`config.mk`:
```
export PLATFORM = sky130hd
export DESIGN_NAME = rcci_fifo
export DESIGN_NICKNAME = d
export VERILOG_FILES = /design/src/hw/rtl/rcci_pkg.sv /design/src/hw/rtl/rcci_fifo.sv
export SDC_FILE = /design/constraint.sdc
export NUM_CORES = 1
export LEC_CHECK = 0
export BUFFER_PORTS_ARGS = -buffer_cell sky130_fd_sc_hd__buf_2
export CAP_MARGIN = 20
export CELL_PAD_IN_SITES_DETAIL_PLACEMENT = 0
export CELL_PAD_IN_SITES_GLOBAL_PLACEMENT = 2
export CORE_ASPECT_RATIO = 1.1
export CORE_UTILIZATION = 45
export CTS_BUF_LIST = sky130_fd_sc_hd__clkbuf_16
export DETAILED_ROUTE_END_ITERATION = 6
export GPL_TIMING_DRIVEN = 0
export MAX_ROUTING_LAYER = met4
export PLACE_DENSITY_LB_ADDON = 0.1
export SYNTH_ARGS = -nofsm -noshare
export SYNTH_HDL_FRONTEND = slang
export SYNTH_SLANG_ARGS = --single-unit
export TNS_END_PERCENT = 50
```
`constraint.sdc`:
```
create_clock -name i_clk -period 14.4 [get_ports i_clk]
set_clock_uncertainty 0.05 [all_clocks]
set_input_delay 1.44 -clock i_clk [delete_from_list [all_inputs] [get_ports i_clk]]
set_output_delay 1.44 -clock i_clk [all_outputs]
set_load 0.02 [all_outputs]
```
`src/hw/rtl/rcci_pkg.sv`:
```
// Package for the ray / capped cylinder intersection block.
// Holds item structs, register codes and width constants. No dependencies.
package rcci_pkg;

    localparam int CoordW   = 32;
    localparam int DistW    = 31;
    localparam int RegCount = 5;
    localparam int AddrW    = 5;

    localparam logic [2:0] REG_CENTER_X = 3'd0;
    localparam logic [2:0] REG_CENTER_Y = 3'd1;
    localparam logic [2:0] REG_CENTER_Z = 3'd2;
    localparam logic [2:0] REG_RADIUS   = 3'd3;
    localparam logic [2:0] REG_HEIGHT   = 3'd4;

    // Item after the front end has centred it and formed the wall terms.
    typedef struct packed {
        logic        [64:0]  a;      // Dx^2 + Dz^2
        logic        [64:0]  bmag;   // |B|
        logic                b_pos;  // B > 0
        logic        [127:0] disc;   // A*R^2 - K^2
        logic                miss;   // discriminant too small
        logic signed [31:0]  oy;
        logic signed [31:0]  dy;
        logic signed [31:0]  cy;
        logic        [30:0]  h;
    } t_front_item;

    typedef struct packed {
        logic        hit;
        logic [30:0] distance;
    } t_result;

endpackage

```
`src/hw/rtl/rcci_fifo.sv`:
```
// Short queue between front and back end. Depends on rcci_pkg.
module rcci_fifo #(
    parameter int DEPTH = 4
) (
    input  logic                  i_clk,
    input  logic                  i_rst_n,
    input  logic                  i_push,
    input  rcci_pkg::t_front_item i_data,
    input  logic                  i_pop,
    output logic                  o_valid,
    output rcci_pkg::t_front_item o_data
);
    import rcci_pkg::*;
    localparam int AW = (DEPTH > 1) ? $clog2(DEPTH) : 1;

    t_front_item       r_mem [DEPTH];
    logic [AW-1:0]     r_wp, r_rp;
    logic [AW:0]       r_cnt;

    assign o_valid = (r_cnt != '0);
    assign o_data  = r_mem[r_rp];

    always_ff @(posedge i_clk) begin
        if (!i_rst_n) begin
            r_wp <= '0; r_rp <= '0; r_cnt <= '0;
        end else begin
            if (i_push) r_wp <= (r_wp == AW'(DEPTH - 1)) ? '0 : r_wp + 1'b1;
            if (i_pop && o_valid) r_rp <= (r_rp == AW'(DEPTH - 1)) ? '0 : r_rp + 1'b1;
            r_cnt <= r_cnt + (AW+1)'(i_push) - (AW+1)'(i_pop && o_valid);
        end
        if (i_push) r_mem[r_wp] <= i_data;
    end
endmodule

```
Word level (Yosys, flattened, before mapping)
Memories as Yosys holds them, arrays and structs flattened. A register that Yosys moved wholly into a read port is not among the register bits.
Index checks and enable logic that the tools add are counted.
- bits in registers: 7
- bits in writable memories: 1548
- input bits: 391
- output and inout port bits: 388
- logic and storage cells: 18
- memories kept: 1
- memories (name ; words ; width ; rd ports ; clocked after memory_dff ; write ports ; line ; text):
    r_mem ; 4 ; 387 ; 1 ; 1 ; 1 ; rcci_fifo.sv:16 ; t_front_item r_mem [DEPTH];
- $add $sub $neg: 4
- eq/ne operators: 2
- mux-type cells: 6
- reduce and logical (&&, ||, !) cells: 2
- operator list (operator ; count):
    two-way mux 2 bit ; 4
    adder 2 x 1 -> 2 bit (second input constant) ; 2
    equality test 2 bit (second input constant) ; 2
    adder 3 x 1 -> 3 bit ; 1
    nonzero test 3 bit ; 1
    subtractor 3 x 1 -> 3 bit ; 1
    two-way mux 1 bit ; 2
    logical AND 1 bit ; 1

Logic depth before layout (Yosys ltp)
- depth after elaboration: 4
- gate-level depth with buffers: 8
- gate-level depth less buffers: 8

Least setup slack after synthesis
Ideal clock, no wire load.
- kind: in2reg
- start point: input port i_push
- end point: memory r_mem[0][0] in the netlist's numbering, enable pin
- library setup time: 798 ps
- arrival: 10145 ps
- data required time: 13552 ps
- slack: 3406 ps
- stages: 1
- buffers on the path: 0
- path through: and2_1
- cells in the longest elaborated chain, start to end: 2
- RTL lines (item ; line ; text):
    start, declared ; rcci_fifo.sv:7 ; input logic i_push,
    two-way mux 1 bit ; rcci_fifo.sv:31 ; if (i_push) r_mem[r_wp] <= i_data;
    two-way mux 1 bit (implied by the code) ; rcci_fifo.sv:31 ;
    end, declared ; rcci_fifo.sv:16 ;
Every way passes these cells.

==> results.json <==
{
  "status": "complete, no violations",
  "finalCritPeriodShare_pct": 32.9,
  "dp_hpwl_um": 88100,
  "finalWeightedCongestion": 0.764,
  "crit_path_end_kind": "output pin",
  "nFillCells": 9397,
  "slew_viol_final": 0,
  "drc": 0,
  "top_layer": "met4",
  "die_y_um": 373,
  "fmax_mhz": 211,
  "vias_per_cell": 5.30,
  "synthDistinctLibCells": 19,
  "die_x_um": 339,
  "num_vias": 25700,
  "post_cts_buffers": 0,
  "grt_max_degree": 57,
  "cts.htree.levels": 4,
  "ctsResizeCount": 0,
  "crit_end": "o_data[170]",
  "tightest_slew_ps": 863,
  "avgSynthCellArea_um2": 27.3,
  "post-route-util_pct": 55.3,
  "cts_sinks": 1557,
  "ios": 779,
  "route.met2.wl_um": 66900,
  "clk_latency_ps": 750,
  "ys_ff_latch": 1557,
  "power.density_mw_per_mm2": 169,
  "fin_total_pwr_mw": 11.5,
  "coreArea_mm2": 0.124,
  "clock_path_buffers": 3,
  "arrival_ps": 3240,
  "vdd_drop_max_v": 0.000115,
  "final-hold-violation-count": 0,
  "ant_nets": 0,
  "synth_warnings": 0,
  "cts_tree": "yes",
  "period_needed_ps": 4730,
  "cts_buffers": 156,
  "routed-wl-met3_um": 11800,
  "wl_met1_um": 46600,
  "nets": 3433,
  "crit_required_ps": 12910,
  "syn_inst": 2065,
  "grt_setup_unrepaired": "false",
  "die_area_mm2": 0.127,
  "hp-class": "reg -> reg",
  "worst-path-max-fanout": 10,
  "crit_type": "reg -> out",
  "r2r-start": "r_wp[0]",
  "cts-root-buf": "clkbuf_16",
  "wirelength_um": 130000,
  "initial_core_util_pct": 45.6,
  "syn-cell-area_mm2": 0.0563,
  "grt_overflow": 0,
  "grt_pass1_wl_um": 186000,
  "dr.pass1.iters": 5,
  "yosysSeqAreaShare_pct": 82.9,
  "maxCapViolations": 0,
  "start_kind": "flip-flop",
  "port_buffers": 778,
  "clkSlewWorstSetupHoldPaths_ps": 60,
  "holdBufCountCts": 0,
  "routedWlPerCell_um": 26.7,
  "rows": 135,
  "finalSetupViolCount": 0,
  "syn-num-nets": 2464,
  "rrSetupSlack_ps": 11400,
  "antenna_found_initial": 83,
  "layout-drive-gt1-share_pct": 47.4,
  "area_growth_pct": 21.3,
  "drtIter0Drc": 1390,
  "r2r_cells": 6,
  "worstReg2RegEnd": "r_mem[1][376]",
  "leakage_nw": 23.0,
  "grt_usage_pct": 21.2,
  "grt_pass1_vias": 27400,
  "slew_headroom_pct": 42.4
}
==> cell usage after synthesis, drive strengths merged <==
| cell type | count | share of area (%) |
|---|---|---|
| mux2i | 3 | 0.053 |
| dfxtp | 9 | 0.32 |
| nor2 | 3 | 0.020 |
| or3b | 2 | 0.031 |
| and2 | 5 | 0.056 |
| fa | 1 | 0.036 |
| clkbuf | 7 | 0.047 |
| mux4 | 387 | 15 |
| edfxtp | 1548 | 83 |
| nand2 | 3 | 0.020 |
| nand2b | 1 | 0.011 |
| o31a | 1 | 0.016 |
| or3 | 1 | 0.011 |
| inv | 6 | 0.040 |
| a21oi | 1 | 0.0089 |
| buf | 79 | 1.1 |
| ha | 7 | 0.16 |
| xnor3 | 1 | 0.040 |
==> registers in the layout (all words and copies together), names as in the netlist, named ones only <==
| signal | count |
|---|---|
| r_mem | 1548 |
| r_cnt | 3 |
| r_rp | 2 |
| r_wp | 2 |
==> where the power goes <==
part	total [mW]	switching, mW	internal (mW)
Sequential	5.22	0.0373	5.18
Combinational	2.40	1.41	0.986
Clock	3.93	1.62	2.31
Total	11.5	3.07	8.47
==> placed cells by master, fill, tap and decap left out, types with 2 or more instances in the layout <==
| cell | instances |
|---|---|
| edfxtp_1 | 1548 |
| buf_2 | 819 |
| mux4_2 | 387 |
| clkbuf_16 | 168 |
| diode_2 | 54 |
| inv_1 | 45 |
| buf_6 | 38 |
| clkinv_1 | 30 |
| buf_16 | 28 |
| clkinv_2 | 23 |
| bufinv_16 | 12 |
| dfxtp_1 | 9 |
| clkbuf_1 | 7 |
| ha_1 | 7 |
| clkinvlp_4 | 5 |
| buf_12 | 5 |
| and2_4 | 4 |
| nand2_1 | 3 |
| mux2i_1 | 3 |
| nor2_1 | 3 |
| or3b_2 | 2 |
| clkinv_4 | 2 |
==> through the flow <==
step | hold slack, ps | TNS (ps) | setup slack, ps | cell area (um^2) | std cells
2_1_floorplan | 411 | 0 | 3410 | 56300 | 2065
3_3_place_gp | 433 | -6511660 | -4280 | 62300 | 4487
3_5_place_dp | 436 | 0 | 10260 | 63200 | 4520
4_1_cts | 445 | 0 | 9400 | 68200 | 4802
5_1_grt | 461 | 0 | 9410 | 68300 | 4851
6_report | 437 | 0 | 9670 | 68300 | 4856
==> metal layers <==
layer	up-vias	global-route usage (%)
met3	267	8.09
met4	0	8.00
met5	-	-
met1	13500	23.4
li1	11100	-
met2	862	34.8
==> worst max-delay path, stage by stage (launching register included) <==
cell      delay, ps
dfxtp_1         300
buf_2           440
clkbuf_1        690
buf_2           460
mux4_2          360
buf_2           220
==> logic make-up after synthesis <==
kind of cell             Yosys count  share of synthesized area, %
AO/OA/AOI/OAI                      2                        0.0244
buffers and inverters             92                          1.21
adder cells (fa/ha/maj)            8                         0.191
AND/OR/NAND/NOR                   15                         0.149
multiplexers                     390                          15.5
XOR/XNOR                           1                        0.0400
flip-flops                      1557                          82.9
==> layout make-up <==
type                    count  area, um^2  area share (%)
clock inverters           114         835            1.22
diodes                     54         135           0.198
repair buffers            811        4760            6.97
clock buffers             168        4200            6.15
inverters                   6        22.5          0.0330
flip-flops and latches   1557       46700            68.3
well taps                1644        2060            3.01
multi-input cells         416        8980            13.1
plain buffers              86         659           0.965
==> worst min-delay path by stage <==
stage | from | endpoint | slack (ps) | depth (start not counted)
2_1_floorplan | r_rp[1] | flip-flop | 410 | 2
3_3_place_gp | r_rp[1] | flip-flop | 430 | 2
3_5_place_dp | r_rp[1] | flip-flop | 440 | 2
4_1_cts | r_rp[1] | r_rp[1] | 440 | 2
5_1_grt | r_rp[1] | r_rp[1] | 460 | 2
6_report | r_rp[1] | r_rp[1] | 440 | 2
Note: power is estimated with default switching activity, not from simulation.
